==> src/hdl/assert_macros.svh <==
// Assertion macros used by the top level of the flash command splitter.
`ifndef ASSERT_MACROS_SVH
`define ASSERT_MACROS_SVH

// Check that a condition implies another one in the same cycle.
`define ASSERT_IMPLIES(name, clk, rstn, pre, post) \
  name: assert property (@(posedge clk) disable iff (!(rstn)) (pre) |-> (post)) \
    else $error("assertion failed: implication in the same cycle");

// Check that a condition implies another one in the following cycle.
`define ASSERT_NEXT(name, clk, rstn, pre, post) \
  name: assert property (@(posedge clk) disable iff (!(rstn)) (pre) |=> (post)) \
    else $error("assertion failed: implication in the next cycle");

`endif

==> src/hdl/spifcs_pkg.sv <==
// Types, codes and the device table of the flash command splitter.
package spifcs_pkg;

  // Request kinds.
  localparam logic [1:0] OP_READ     = 2'd0;
  localparam logic [1:0] OP_WRITE    = 2'd1;
  localparam logic [1:0] OP_ERASE    = 2'd2;
  localparam logic [1:0] OP_IDENTIFY = 2'd3;

  // SPI opcodes carried in the descriptors.
  localparam logic [7:0] CMD_NONE    = 8'h00;
  localparam logic [7:0] CMD_READ    = 8'h03;
  localparam logic [7:0] CMD_PROGRAM = 8'h02;
  localparam logic [7:0] CMD_ERASE   = 8'h20;

  // Result status codes.
  localparam logic [1:0] STATUS_OK       = 2'd0;
  localparam logic [1:0] STATUS_BAD_LEN  = 2'd1;
  localparam logic [1:0] STATUS_NO_MATCH = 2'd2;

  localparam int unsigned NumParts = 4;

  // One request as it arrives.
  typedef struct packed {
    logic [1:0]  op;
    logic [23:0] byte_offset;
    logic [13:0] byte_length;
    logic [7:0]  manufacturer_id;
    logic [7:0]  part_id;
  } req_t;

  // One command descriptor as it leaves.
  typedef struct packed {
    logic [7:0]  command_code;
    logic [23:0] flash_address;
    logic [13:0] byte_count;
    logic [12:0] buffer_index;
    logic        wait_before;
    logic        enable_before;
    logic        wait_after;
    logic [1:0]  status;
    logic [21:0] device_size;
    logic        last;
  } res_t;

  // How the back end expands a job into descriptors.
  typedef enum logic [1:0] {
    JOB_SINGLE,
    JOB_PROGRAM,
    JOB_ERASE
  } job_kind_e;

  // A classified request. The address is kept one bit wider so that the
  // erase walk can compare against the unwrapped end address.
  typedef struct packed {
    job_kind_e   kind;
    logic [7:0]  code;
    logic [24:0] addr;
    logic [24:0] end_addr;
    logic [13:0] left;
    logic [1:0]  status;
    logic        wait_before;
    logic [21:0] device_size;
  } job_t;

  typedef struct packed {
    logic [21:0] size;
    logic [7:0]  manuf;
    logic [7:0]  dev;
  } part_t;

  localparam part_t PartTable [NumParts] = '{
    '{size: 22'h200000, manuf: 8'hC2, dev: 8'h15},
    '{size: 22'h100000, manuf: 8'hC2, dev: 8'h14},
    '{size: 22'h080000, manuf: 8'hEF, dev: 8'h12},
    '{size: 22'h040000, manuf: 8'hEF, dev: 8'h11}
  };

  // Size of the matching part, or zero when the IDs are not known.
  function automatic logic [21:0] part_size(logic [7:0] manuf, logic [7:0] dev);
    logic [21:0] found;
    found = '0;
    for (int i = NumParts - 1; i >= 0; i--) begin
      if (PartTable[i].manuf == manuf && PartTable[i].dev == dev) begin
        found = PartTable[i].size;
      end
    end
    return found;
  endfunction

endpackage

==> src/hdl/spifcs_stream_if.sv <==
// Valid/ready stream channel carrying one payload of a chosen type.
interface spifcs_stream_if #(
  parameter type T = logic
);
  logic valid;
  logic ready;
  T     payload;

  modport source (output valid, output payload, input ready);
  modport sink (input valid, input payload, output ready);
endinterface

==> src/hdl/spifcs_front.sv <==
// Front end: accepts requests, checks lengths, identifies parts, forms jobs.
module spifcs_front #(
  parameter int unsigned SECTOR_BYTES = 4096,
  parameter int unsigned MAX_LENGTH   = 8192
) (
  input  logic             clk_i,
  input  logic             rst_ni,
  spifcs_stream_if.sink    req_i,
  spifcs_stream_if.source  job_o
);

  localparam logic [13:0] MaxLen     = 14'(MAX_LENGTH);
  localparam logic [23:0] SectorMask = 24'(SECTOR_BYTES - 1);

  logic [21:0]        size_q, size_d;
  logic [21:0]        lookup;
  logic               bad_len;
  spifcs_pkg::req_t   req;
  spifcs_pkg::job_t   job;

  assign req     = req_i.payload;
  assign lookup  = spifcs_pkg::part_size(req.manufacturer_id, req.part_id);
  assign bad_len = (req.byte_length == '0) || (req.byte_length > MaxLen);

  // A request passes straight into the queue when it has room.
  assign job_o.valid   = req_i.valid;
  assign req_i.ready   = job_o.ready;
  assign job_o.payload = job;

  // Classify the request into a job for the back end.
  always_comb begin
    size_d          = size_q;
    job.kind        = spifcs_pkg::JOB_SINGLE;
    job.code        = spifcs_pkg::CMD_NONE;
    job.addr        = '0;
    job.end_addr    = '0;
    job.left        = '0;
    job.status      = spifcs_pkg::STATUS_OK;
    job.wait_before = 1'b0;
    job.device_size = size_q;
    priority if (req.op == spifcs_pkg::OP_IDENTIFY) begin
      size_d          = lookup;
      job.device_size = lookup;
      job.status      = (lookup != '0) ? spifcs_pkg::STATUS_OK : spifcs_pkg::STATUS_NO_MATCH;
    end else if (req.op == spifcs_pkg::OP_ERASE && req.byte_length == '0) begin
      // Nothing to erase: a single empty descriptor that reports success.
      job.status = spifcs_pkg::STATUS_OK;
    end else if (bad_len) begin
      job.status = spifcs_pkg::STATUS_BAD_LEN;
    end else if (req.op == spifcs_pkg::OP_READ) begin
      job.code        = spifcs_pkg::CMD_READ;
      job.addr        = {1'b0, req.byte_offset};
      job.left        = req.byte_length;
      job.wait_before = 1'b1;
    end else if (req.op == spifcs_pkg::OP_WRITE) begin
      job.kind = spifcs_pkg::JOB_PROGRAM;
      job.addr = {1'b0, req.byte_offset};
      job.left = req.byte_length;
    end else begin
      job.kind     = spifcs_pkg::JOB_ERASE;
      job.addr     = {1'b0, req.byte_offset & ~SectorMask};
      job.end_addr = {1'b0, req.byte_offset} + 25'(req.byte_length) - 25'd1;
    end
  end

  // The identified size follows every accepted identify transaction.
  always_ff @(posedge clk_i or negedge rst_ni) begin
    if (!rst_ni) begin
      size_q <= '0;
    end else if (req_i.valid && req_i.ready) begin
      size_q <= size_d;
    end
  end

endmodule

==> src/hdl/spifcs_fifo.sv <==
// Two-entry job queue between the front end and the back end.
module spifcs_fifo (
  input  logic             clk_i,
  input  logic             rst_ni,
  spifcs_stream_if.sink    in_i,
  spifcs_stream_if.source  out_o
);

  localparam int unsigned Depth = 2;

  spifcs_pkg::job_t entries_q [Depth];
  logic             wr_ptr_q, rd_ptr_q;
  logic [1:0]       count_q;
  logic             push, pop;

  assign in_i.ready    = (count_q != 2'(Depth));
  assign out_o.valid   = (count_q != '0);
  assign out_o.payload = entries_q[rd_ptr_q];
  assign push          = in_i.valid && in_i.ready;
  assign pop           = out_o.valid && out_o.ready;

  // Entry storage; the payload needs no reset.
  always_ff @(posedge clk_i) begin
    if (push) begin
      entries_q[wr_ptr_q] <= in_i.payload;
    end
  end

  // Pointers and fill count.
  always_ff @(posedge clk_i or negedge rst_ni) begin
    if (!rst_ni) begin
      wr_ptr_q <= 1'b0;
      rd_ptr_q <= 1'b0;
      count_q  <= '0;
    end else begin
      if (push) begin
        wr_ptr_q <= ~wr_ptr_q;
      end
      if (pop) begin
        rd_ptr_q <= ~rd_ptr_q;
      end
      unique case ({push, pop})
        2'b10:   count_q <= count_q + 2'd1;
        2'b01:   count_q <= count_q - 2'd1;
        default: count_q <= count_q;
      endcase
    end
  end

endmodule

==> src/hdl/spifcs_back.sv <==
// Back end: expands one job into command descriptors, one per cycle while the output is free.
module spifcs_back #(
  parameter int unsigned PAGE_BYTES   = 256,
  parameter int unsigned SECTOR_BYTES = 4096
) (
  input  logic             clk_i,
  input  logic             rst_ni,
  spifcs_stream_if.sink    job_i,
  spifcs_stream_if.source  res_o
);

  localparam logic [23:0] PageMask  = 24'(PAGE_BYTES - 1);
  localparam logic [13:0] PageSize  = 14'(PAGE_BYTES);
  localparam logic [24:0] SectorLen = 25'(SECTOR_BYTES);

  typedef enum logic {
    ST_IDLE,
    ST_EMIT
  } state_e;

  state_e           state_q;
  spifcs_pkg::job_t cur_q;
  logic [12:0]      bidx_q;
  logic             res_valid_q;
  spifcs_pkg::res_t res_q, res_d;

  logic [13:0]      room, chunk;
  logic [24:0]      span;
  logic             final_erase, done;
  logic             slot_free;
  spifcs_pkg::job_t next_cur;

  assign slot_free     = !res_valid_q || res_o.ready;
  assign job_i.ready   = (state_q == ST_IDLE);
  assign res_o.valid   = res_valid_q;
  assign res_o.payload = res_q;

  // Page split: the chunk stops at the next page boundary.
  assign room  = PageSize - 14'(cur_q.addr[23:0] & PageMask);
  assign chunk = (cur_q.left < room) ? cur_q.left : room;

  // Erase walk: this sector is the last one when the end lies inside it.
  assign span        = cur_q.end_addr - cur_q.addr;
  assign final_erase = (span < SectorLen);

  // Descriptor for the current step and the job state after it.
  always_comb begin
    res_d               = '0;
    res_d.device_size   = cur_q.device_size;
    res_d.flash_address = cur_q.addr[23:0];
    next_cur            = cur_q;
    done                = 1'b1;
    unique case (cur_q.kind)
      spifcs_pkg::JOB_PROGRAM: begin
        res_d.command_code  = spifcs_pkg::CMD_PROGRAM;
        res_d.byte_count    = chunk;
        res_d.buffer_index  = bidx_q;
        res_d.wait_before   = 1'b1;
        res_d.enable_before = 1'b1;
        done                = (cur_q.left == chunk);
        next_cur.addr       = {1'b0, cur_q.addr[23:0] + 24'(chunk)};
        next_cur.left       = cur_q.left - chunk;
      end
      spifcs_pkg::JOB_ERASE: begin
        res_d.command_code  = spifcs_pkg::CMD_ERASE;
        res_d.wait_before   = 1'b1;
        res_d.enable_before = 1'b1;
        res_d.wait_after    = final_erase;
        done                = final_erase;
        next_cur.addr       = cur_q.addr + SectorLen;
      end
      default: begin
        res_d.command_code = cur_q.code;
        res_d.byte_count   = cur_q.left;
        res_d.wait_before  = cur_q.wait_before;
        res_d.status       = cur_q.status;
      end
    endcase
    res_d.last = done;
  end

  // Sequencer state, job registers and the output register.
  always_ff @(posedge clk_i or negedge rst_ni) begin
    if (!rst_ni) begin
      state_q     <= ST_IDLE;
      res_valid_q <= 1'b0;
      cur_q       <= '0;
      bidx_q      <= '0;
      res_q       <= '0;
    end else begin
      unique case (state_q)
        ST_IDLE: begin
          // The final descriptor of the previous job may still be waiting.
          if (res_o.ready) begin
            res_valid_q <= 1'b0;
          end
          if (job_i.valid) begin
            cur_q   <= job_i.payload;
            bidx_q  <= '0;
            state_q <= ST_EMIT;
          end
        end
        ST_EMIT: begin
          if (slot_free) begin
            res_q       <= res_d;
            res_valid_q <= 1'b1;
            cur_q       <= next_cur;
            bidx_q      <= bidx_q + 13'(chunk);
            if (done) begin
              state_q <= ST_IDLE;
            end
          end
        end
        default: state_q <= ST_IDLE;
      endcase
    end
  end

endmodule

==> src/hdl/spi_flash_command_splitter_core.sv <==
// Top level of the SPI NOR flash command splitter.
// A request is queued at the edge it is accepted; the back end loads it from the queue
// when idle, and its first descriptor is registered at the output once the output is free.
// The back end does one job load, then gives one descriptor per cycle while the output
// is free, up to 33 descriptors for one request; it takes no new job until the last.
// Reset clears the queue, the sequencer, the output valid and the identified size.
`include "assert_macros.svh"

module spi_flash_command_splitter_core #(
  parameter int unsigned PAGE_BYTES   = 256,
  parameter int unsigned SECTOR_BYTES = 4096,
  parameter int unsigned MAX_LENGTH   = 8192
) (
  input  logic             clk_i,
  input  logic             rst_ni,
  spifcs_stream_if.sink    req_i,
  spifcs_stream_if.source  res_o
);

  spifcs_stream_if #(.T(spifcs_pkg::job_t)) front_job ();
  spifcs_stream_if #(.T(spifcs_pkg::job_t)) queued_job ();

  // Request classification and part identification.
  spifcs_front #(
    .SECTOR_BYTES (SECTOR_BYTES),
    .MAX_LENGTH   (MAX_LENGTH)
  ) u_front (
    .clk_i  (clk_i),
    .rst_ni (rst_ni),
    .req_i  (req_i),
    .job_o  (front_job)
  );

  // Job queue decoupling the two halves.
  spifcs_fifo u_fifo (
    .clk_i  (clk_i),
    .rst_ni (rst_ni),
    .in_i   (front_job),
    .out_o  (queued_job)
  );

  // Descriptor generation.
  spifcs_back #(
    .PAGE_BYTES   (PAGE_BYTES),
    .SECTOR_BYTES (SECTOR_BYTES)
  ) u_back (
    .clk_i  (clk_i),
    .rst_ni (rst_ni),
    .job_i  (queued_job),
    .res_o  (res_o)
  );

  // A failed identify carries no command and clears the device size.
  `ASSERT_IMPLIES(a_no_match_empty, clk_i, rst_ni,
    res_o.valid && res_o.payload.status == spifcs_pkg::STATUS_NO_MATCH,
    res_o.payload.command_code == spifcs_pkg::CMD_NONE && res_o.payload.device_size == '0)

  // A bad length ends its request with no command.
  `ASSERT_IMPLIES(a_bad_len_single, clk_i, rst_ni,
    res_o.valid && res_o.payload.status == spifcs_pkg::STATUS_BAD_LEN,
    res_o.payload.last && res_o.payload.command_code == spifcs_pkg::CMD_NONE)

  // Only the final erase of a request polls afterwards, and erases move no data.
  `ASSERT_IMPLIES(a_erase_tail, clk_i, rst_ni,
    res_o.valid && res_o.payload.command_code == spifcs_pkg::CMD_ERASE,
    res_o.payload.wait_after == res_o.payload.last && res_o.payload.byte_count == '0)

  // Every page program moves at least one byte and no more than a page.
  `ASSERT_IMPLIES(a_program_chunk, clk_i, rst_ni,
    res_o.valid && res_o.payload.command_code == spifcs_pkg::CMD_PROGRAM,
    res_o.payload.byte_count != '0 && res_o.payload.byte_count <= 14'(PAGE_BYTES))

endmodule

==> src/flat_wrapper.sv <==
// flat-port wrapper written by rule: the top's interface ports become plain ports
module spi_flash_command_splitter_core_flat 
#(
  parameter int unsigned PAGE_BYTES   = 256,
  parameter int unsigned SECTOR_BYTES = 4096,
  parameter int unsigned MAX_LENGTH   = 8192
)
  (clk_i, rst_ni, req_i_valid, req_i_payload, req_i_ready, res_o_valid, res_o_payload, res_o_ready);
  spifcs_stream_if #(.T(spifcs_pkg::req_t)) req_i_i ();
  spifcs_stream_if #(.T(spifcs_pkg::res_t)) res_o_i ();
  input  logic clk_i;
  input  logic rst_ni;
  input wire logic [$bits(req_i_i.valid)-1:0] req_i_valid;
  input wire logic [$bits(req_i_i.payload)-1:0] req_i_payload;
  output wire logic [$bits(req_i_i.ready)-1:0] req_i_ready;
  output wire logic [$bits(res_o_i.valid)-1:0] res_o_valid;
  output wire logic [$bits(res_o_i.payload)-1:0] res_o_payload;
  input wire logic [$bits(res_o_i.ready)-1:0] res_o_ready;
  assign req_i_i.valid = req_i_valid;
  assign req_i_i.payload = req_i_payload;
  assign req_i_ready = req_i_i.ready;
  assign res_o_valid = res_o_i.valid;
  assign res_o_payload = res_o_i.payload;
  assign res_o_i.ready = res_o_ready;
  spi_flash_command_splitter_core #(.PAGE_BYTES(PAGE_BYTES), .SECTOR_BYTES(SECTOR_BYTES), .MAX_LENGTH(MAX_LENGTH)) u_core (.clk_i(clk_i), .rst_ni(rst_ni), .req_i(req_i_i), .res_o(res_o_i));
endmodule
==> config.mk <==
export PLATFORM = sky130hd
export DESIGN_NAME = spi_flash_command_splitter_core_flat
export DESIGN_NICKNAME = d
export VERILOG_FILES = /design/src/hdl/spifcs_pkg.sv /design/src/hdl/spifcs_stream_if.sv /design/src/hdl/spifcs_front.sv /design/src/hdl/spifcs_fifo.sv /design/src/hdl/spifcs_back.sv /design/src/hdl/spi_flash_command_splitter_core.sv /design/src/flat_wrapper.sv
export VERILOG_INCLUDE_DIRS = /design/src /design/src/hdl
export SDC_FILE = /design/constraint.sdc
export NUM_CORES = 1
export LEC_CHECK = 0
export ABC_AREA = 1
export BUFFER_PORTS_ARGS = -buffer_cell sky130_fd_sc_hd__buf_2
export CORE_MARGIN = 1.5
export CORE_UTILIZATION = 66
export CTS_CLUSTER_SIZE = 20
export DETAILED_ROUTE_END_ITERATION = 6
export GPL_TIMING_DRIVEN = 0
export HOLD_SLACK_MARGIN = 0.15
export PLACE_DENSITY_LB_ADDON = 0.1
export SLEW_MARGIN = 20
export SYNTH_ARGS = -nofsm -noshare
export SYNTH_HDL_FRONTEND = slang
export SYNTH_SLANG_ARGS = --single-unit
==> constraint.sdc <==
create_clock -name clk_i -period 10.5 [get_ports clk_i]
set_input_delay 2.1 -clock clk_i [delete_from_list [all_inputs] [get_ports clk_i]]
set_output_delay 2.1 -clock clk_i [all_outputs]
set_load 0.005 [all_outputs]
### Word level (Yosys, flattened, before mapping)

Memory sizes are Yosys's and may differ from the RTL's.
Index checks and enable logic that the tools add are counted.

| storage, ports and cells | value |
|---|---|
| bits in registers | 227 |
| memory bits (writable) | 198 |
| input bits | 60 |
| output and inout bits | 89 |
| memories | 1 |

| operators by class | value |
|---|---|
| add/sub/neg operators | 10 |
| magnitude comparators | 3 |
| equal/unequal tests | 20 |
| multiplexer cells | 52 |
| bitwise gates (word level) | 3 |
| reduce and logical (&&, ||, !) cells | 22 |

Memories:

| name | depth | bits a word | rd ports | clocked after memory_dff | wr ports | line | source |
|---|---|---|---|---|---|---|---|
| u_core.u_fifo.entries_q | 2 | 99 | 1 | 0 | 1 | spifcs_fifo.sv:11 | `spifcs_pkg::job_t entries_q [Depth];` |

Operators by type and width:

| operator | number |
|---|---|
| $mux 74 | 3 |
| $pmux 99 s2 | 1 |
| $mux 99 | 1 |
| $mux 89 | 1 |
| $mux 14 | 4 |
| $mux 25 | 2 |
| $pmux 25 s2 | 1 |
| $mux 22 | 2 |
| $mux 13 | 3 |
| $eq 5x8->1 const A | 4 |
| $pmux 14 s2 | 1 |
| $pmux 13 s2 | 1 |
| $add 24x14->25 | 1 |
| $add 25x13->25 const B | 1 |
| $lt 25x13->1 const B | 1 |
| $sub 25x1->25 const B | 1 |
| $sub 25x25->25 | 1 |
| $add 24x14->24 | 1 |
| $mux 12 | 2 |
| $reduce_bool 22->1 | 1 |
| $mux 21 | 1 |
| $mux 20 | 1 |
| $mux 19 | 1 |
| $eq 8x8->1 const A | 2 |
| other kinds (28) | 72 |

### Depth between registers and ports, before layout

| depth | value |
|---|---|
| depth after elaboration | 9 |
| depth in mapped cells | 34 |
| mapped depth without buffers | 34 |

### Cells and area by module

Synthesis repeated with hierarchy kept, for this count alone.

| unflattened totals | value |
|---|---|
| cells, all modules | 2853 |
| area total of the unflattened synthesis | 23140.9 um2 |

Modules (own cells, without submodules):

| module | instances | cells each | area an instance (um2) |
|---|---|---|---|
| spifcs_back | 1 | 1633 | 12012.8 |
| spifcs_fifo | 1 | 546 | 7453.4 |
| spifcs_front | 1 | 674 | 3674.8 |

### Worst setup path after synthesis

No wires, ideal clock.

| timing | value |
|---|---|
| path type | in2reg |
| start point | in req_i_valid |
| end point | mem u_core.u_fifo.entries_q[1][0] in the netlist's numbering (enable) |
| setup time | 0.541 ns |
| arrival | 5.997 ns |
| data required time | 9.959 ns |
| path slack | 3.962 ns |
| stages | 2 |
| cell sequence | nand2_1 > nor2_1 |

| between the ends | value |
|---|---|
| longest elaborated chain between the ends | 3 |

Ends and longest elaborated chain:

| what | line | source |
|---|---|---|
| from (decl) | flat_wrapper.sv:13 | `input wire logic [$bits(req_i_i.valid)-1:0] req_i_valid;` |
| $logic_and 1x1->1 | spifcs_fifo.sv:19 | `assign push = in_i.valid && in_i.ready;` |
| $mux 1 | spifcs_fifo.sv:24 | `if (push) begin` |
| $mux 1 (not written as such) | spifcs_fifo.sv:25 | `entries_q[wr_ptr_q] <= in_i.payload;` |
| to (decl) | spifcs_fifo.sv:11 |  |

No other way between the ends.

### Worst setup path in the final report

| timing | value |
|---|---|
| start point | reg u_core.u_back.cur_q[64] in the netlist's numbering |
| end point | reg u_core.u_back.cur_q[36] in the netlist's numbering |

| between the ends | value |
|---|---|
| longest elaborated chain between the ends | 7 |

Ends and longest elaborated chain:

| what | line | source |
|---|---|---|
| from (decl) | spifcs_back.sv:22 | `spifcs_pkg::job_t cur_q;` |
| from (signal assigned) | spifcs_back.sv:98 | `cur_q <= job_i.payload;` |
| from (signal assigned) | spifcs_back.sv:107 | `cur_q <= next_cur;` |
| $sub 9x8->10 * | spifcs_back.sv:39 | `assign room = PageSize - 14'(cur_q.addr[23:0] & PageMask);` |
| $lt 14x14->1 | spifcs_back.sv:40 | `assign chunk = (cur_q.left < room) ? cur_q.left : room;` |
| $mux 14 * | spifcs_back.sv:40 |  |
| $sub 14x14->14 * | spifcs_back.sv:62 | `next_cur.left = cur_q.left - chunk;` |
| $mux 14 * | spifcs_back.sv:53 | `unique case (cur_q.kind)` |
| $mux 89 * | spifcs_back.sv:104 | `if (slot_free) begin` |
| $pmux 99 s2 * | spifcs_back.sv:91 | `unique case (state_q)` |

Mark *: on every way between the ends. The rest lies on a longest branch, timed or not. The select of a mux whose other input is x is not followed.
A chain may end at the register's enable or synchronous reset.

==> results.json <==
{
  "outcome": "complete, but fails checks",
  "violations": "DRC",
  "pin_count": 149,
  "max_stage_delay_ns": 0.53,
  "cts_inserted_buffers": 41,
  "leakagePower_nw": 11.0,
  "ys_ff_latch": 394,
  "path_max_fanout": 8,
  "crit_buf_inv": 7,
  "htreeDepth": 2,
  "rows": 64,
  "final_common_cell": "nand2_1",
  "synth.avg_cell_area_um2": 8.62,
  "hold_path_class": "register to register",
  "cts.sinks": 394,
  "drive_gt1_frac": 0.109,
  "antenna_found_initial": 0,
  "max_freq_mhz": 183,
  "initial_utilization": 0.674,
  "coreArea_um2": 30700,
  "power_density_nw_per_um2": 345,
  "hold_violations": 0,
  "skew_ns": 0.0187,
  "drc": 2,
  "grt_pass1_wl_mm": 93.5,
  "vias": 17977,
  "cpLargestDelayFamily": "compound AO/OA/AOI/OAI gates",
  "ctsResizeCount": 0,
  "ys_seq_area_frac": 0.521,
  "fin_crit_ns": 5.45,
  "fp.dieH_um": 180,
  "antenna_cells": 0,
  "wl_mm": 60.4,
  "postSynthCellCount": 2397,
  "max_slew_margin": 0.324,
  "vias_per_cell": 5.93,
  "internal-power_mw": 4.37,
  "switching_share": 0.462,
  "post-place-ws_ns": 5.28,
  "die-area_um2": 32400,
  "critical_path_class": "register to register",
  "rsz0062_at_grt": "no",
  "place_hpwl_mm": 45.4,
  "final_cells": 3031,
  "areaGrowthSynthToFinish_pct": 13.7,
  "cp.required_ns": 10.90,
  "start_kind": "register",
  "p_clk_frac": 0.178,
  "nets": 2775,
  "grt_usage": 0.374,
  "critPathSlowestCell": "dfrtp_1",
  "comb_power_share": 0.508,
  "ir_worst_vdd_v": 0.000177,
  "setup_ws_ns": 5.05,
  "worstSkewPairLatency_ns": 0.55,
  "fp.dieW_um": 180,
  "min_period_over_period": 0.519,
  "tightest_slew_ns": 1.01,
  "design_area_um2": 23500,
  "final_antenna_net_count": 0,
  "yosys_warnings": 0,
  "ctsHoldBuffers": 0,
  "grt_max_degree": 78,
  "p_sw_mw": 3.74,
  "dr.pass1.iters": 7,
  "seqPwrFrac": 0.315,
  "worstPathArrival_ns": 5.85,
  "drv_cap": 0,
  "cts_setup_buffers": 0,
  "layout_common_cells": "nand2_1, nor2_1, inv_1, dfrtp_1, edfxtp_1",
  "clk_pin_slew_ns": 0.06,
  "finalSetupViolations": 0,
  "portBuffers": 143,
  "crit_top_cell": "inv_1",
  "synth.cell_area_um2": 20700,
  "cts_tree": "built",
  "placed_cells": 2955,
  "drt_iter0_drc": 1815,
  "post_drt_wl_per_cell_um": 19.9,
  "finalSetupTns_ns": 0,
  "final_max_slew_viol_count": 0,
  "critPathCaptureType": "register",
  "grt_pass1_vias": 17360,
  "synth_cell_types": 58,
  "dpl_cell_area_um2": 22200,
  "grt-ovfl-total": 0,
  "cts_buffer_depth": 3,
  "cts-root-buf": "clkbuf_16",
  "gp_congestion": 1.03
}
## cells by family (layout without fill, tap and decap cells)
family / count (synthesis) / count (layout) / synth area share
buffers and inverters: 370 / 598 / 0.0697
adder cells (fa/ha/maj): 113 / 113 / 0.0699
other: 1 / 11 / 0.000182
flip-flops: 394 / 394 / 0.521
AO/OA/AOI/OAI: 461 / 461 / 0.126
XOR/XNOR: 18 / 18 / 0.00763
AND/OR/NAND/NOR: 1040 / 1040 / 0.206
## per-layer routing
layer | GRT usage | wire, µm
met5 | 0 | 0
met4 | 0.125 | 1980
met3 | 0.0756 | 5930
met2 | 0.625 | 28700
met1 | 0.490 | 23800
## sequential cells by signal (all words and copies together), names as in the netlist
signal,count
u_core.u_back.res_o.valid,1
u_core.u_fifo.rd_ptr_q,1
u_core.u_back.cur_q,91
u_core.u_fifo.wr_ptr_q,1
u_core.u_back.res_o.payload,82
u_core.u_front.size_q,22
u_core.u_back.state_q,1
u_core.u_back.bidx_q,13
u_core.u_fifo.entries_q,180
u_core.u_fifo.count_q,2
## worst paths after layout
path	start	endpoint	slack, ns	cells past startpoint
worst max-delay path	u_core.u_back.cur_q[64]$_DFFE_PN0P_	u_core.u_back.cur_q[36]$_DFFE_PN0P_	5.05	28
worst min-delay path	u_core.u_back.res_o.payload[10]$_DFFE_PN0P_	u_core.u_back.res_o.payload[10]$_DFFE_PN0P_	0.47	2
worst max register to register	u_core.u_back.cur_q[64]$_DFFE_PN0P_	u_core.u_back.cur_q[36]$_DFFE_PN0P_	5.05	28
worst min register to register	u_core.u_back.res_o.payload[10]$_DFFE_PN0P_	u_core.u_back.res_o.payload[10]$_DFFE_PN0P_	0.47	2
max in group asynchronous	rst_ni	u_core.u_back.cur_q[16]$_DFFE_PN0P_	8.22	2
min in group asynchronous	rst_ni	u_core.u_back.cur_q[26]$_DFFE_PN0P_	1.50	1
## cells in the mapped netlist, drive strengths merged
cell,n,area (µm²)
a31oi,65,407
edfxtp,180,5410
a22oi,7,52.6
dfrtp,214,5360
o21ai,191,1010
o31ai,9,67.6
clkbuf,50,188
a211o,1,8.76
a21o,4,30.0
nor3,36,196
o211ai,4,30.0
conb,1,3.75
xnor2,6,52.6
nand3,82,415
nor3b,3,27.5
a21oi,153,788
a22o,4,35.0
a311oi,1,8.76
o21bai,5,37.5
nand4,22,138
or4,1,7.51
nand2,563,2120
xor2,12,105
o21a,5,38.8
a21boi,3,22.5
inv,288,1080
nor4b,1,8.76
o41ai,1,8.76
or2,6,37.5
nand3b,3,22.5
nor4,11,87.6
ha,109,1360
nor2,311,1180
o2111ai,2,17.5
or3b,1,8.76
buf,32,171
fa,4,80.1
o22ai,5,31.3
o32ai,1,8.76
## area by class of cell
type	instances	area, µm²
buffer	82	359
clock buffer	53	1130
clock inverter	23	196
fill	2178	7190
inverter	288	1080
multi-input combinational	1643	8510
sequential	394	10800
tap	396	495
timing repair buffer	152	943
## power groups by stage
stage                     logic, mW  registers [mW]  clock network [mW]
after floorplan                2.70            2.47                   0
after global placement         3.81            2.57                   0
after detailed placement       3.98            2.55                   0
after CTS                      4.02            2.53                1.44
after global routing           4.55            2.59                1.50
final                          4.12            2.55                1.44
## tightest hold or removal path, cell delays in order (launching register included)
cell and delay (ns):
dfrtp_1 0.33, nand2_1 0.05, nand2_1 0.05
## through the flow
stage,power [mW],utilization,hold slack (ns)
floorplan,5.18,-,0.450
global placement,6.38,0.714,0.451
detailed placement,6.54,0.722,0.454
CTS,8.00,0.766,0.468
global route,8.65,0.766,0.490
finish,8.11,0.766,0.466
(Power assumes the default switching activity.)
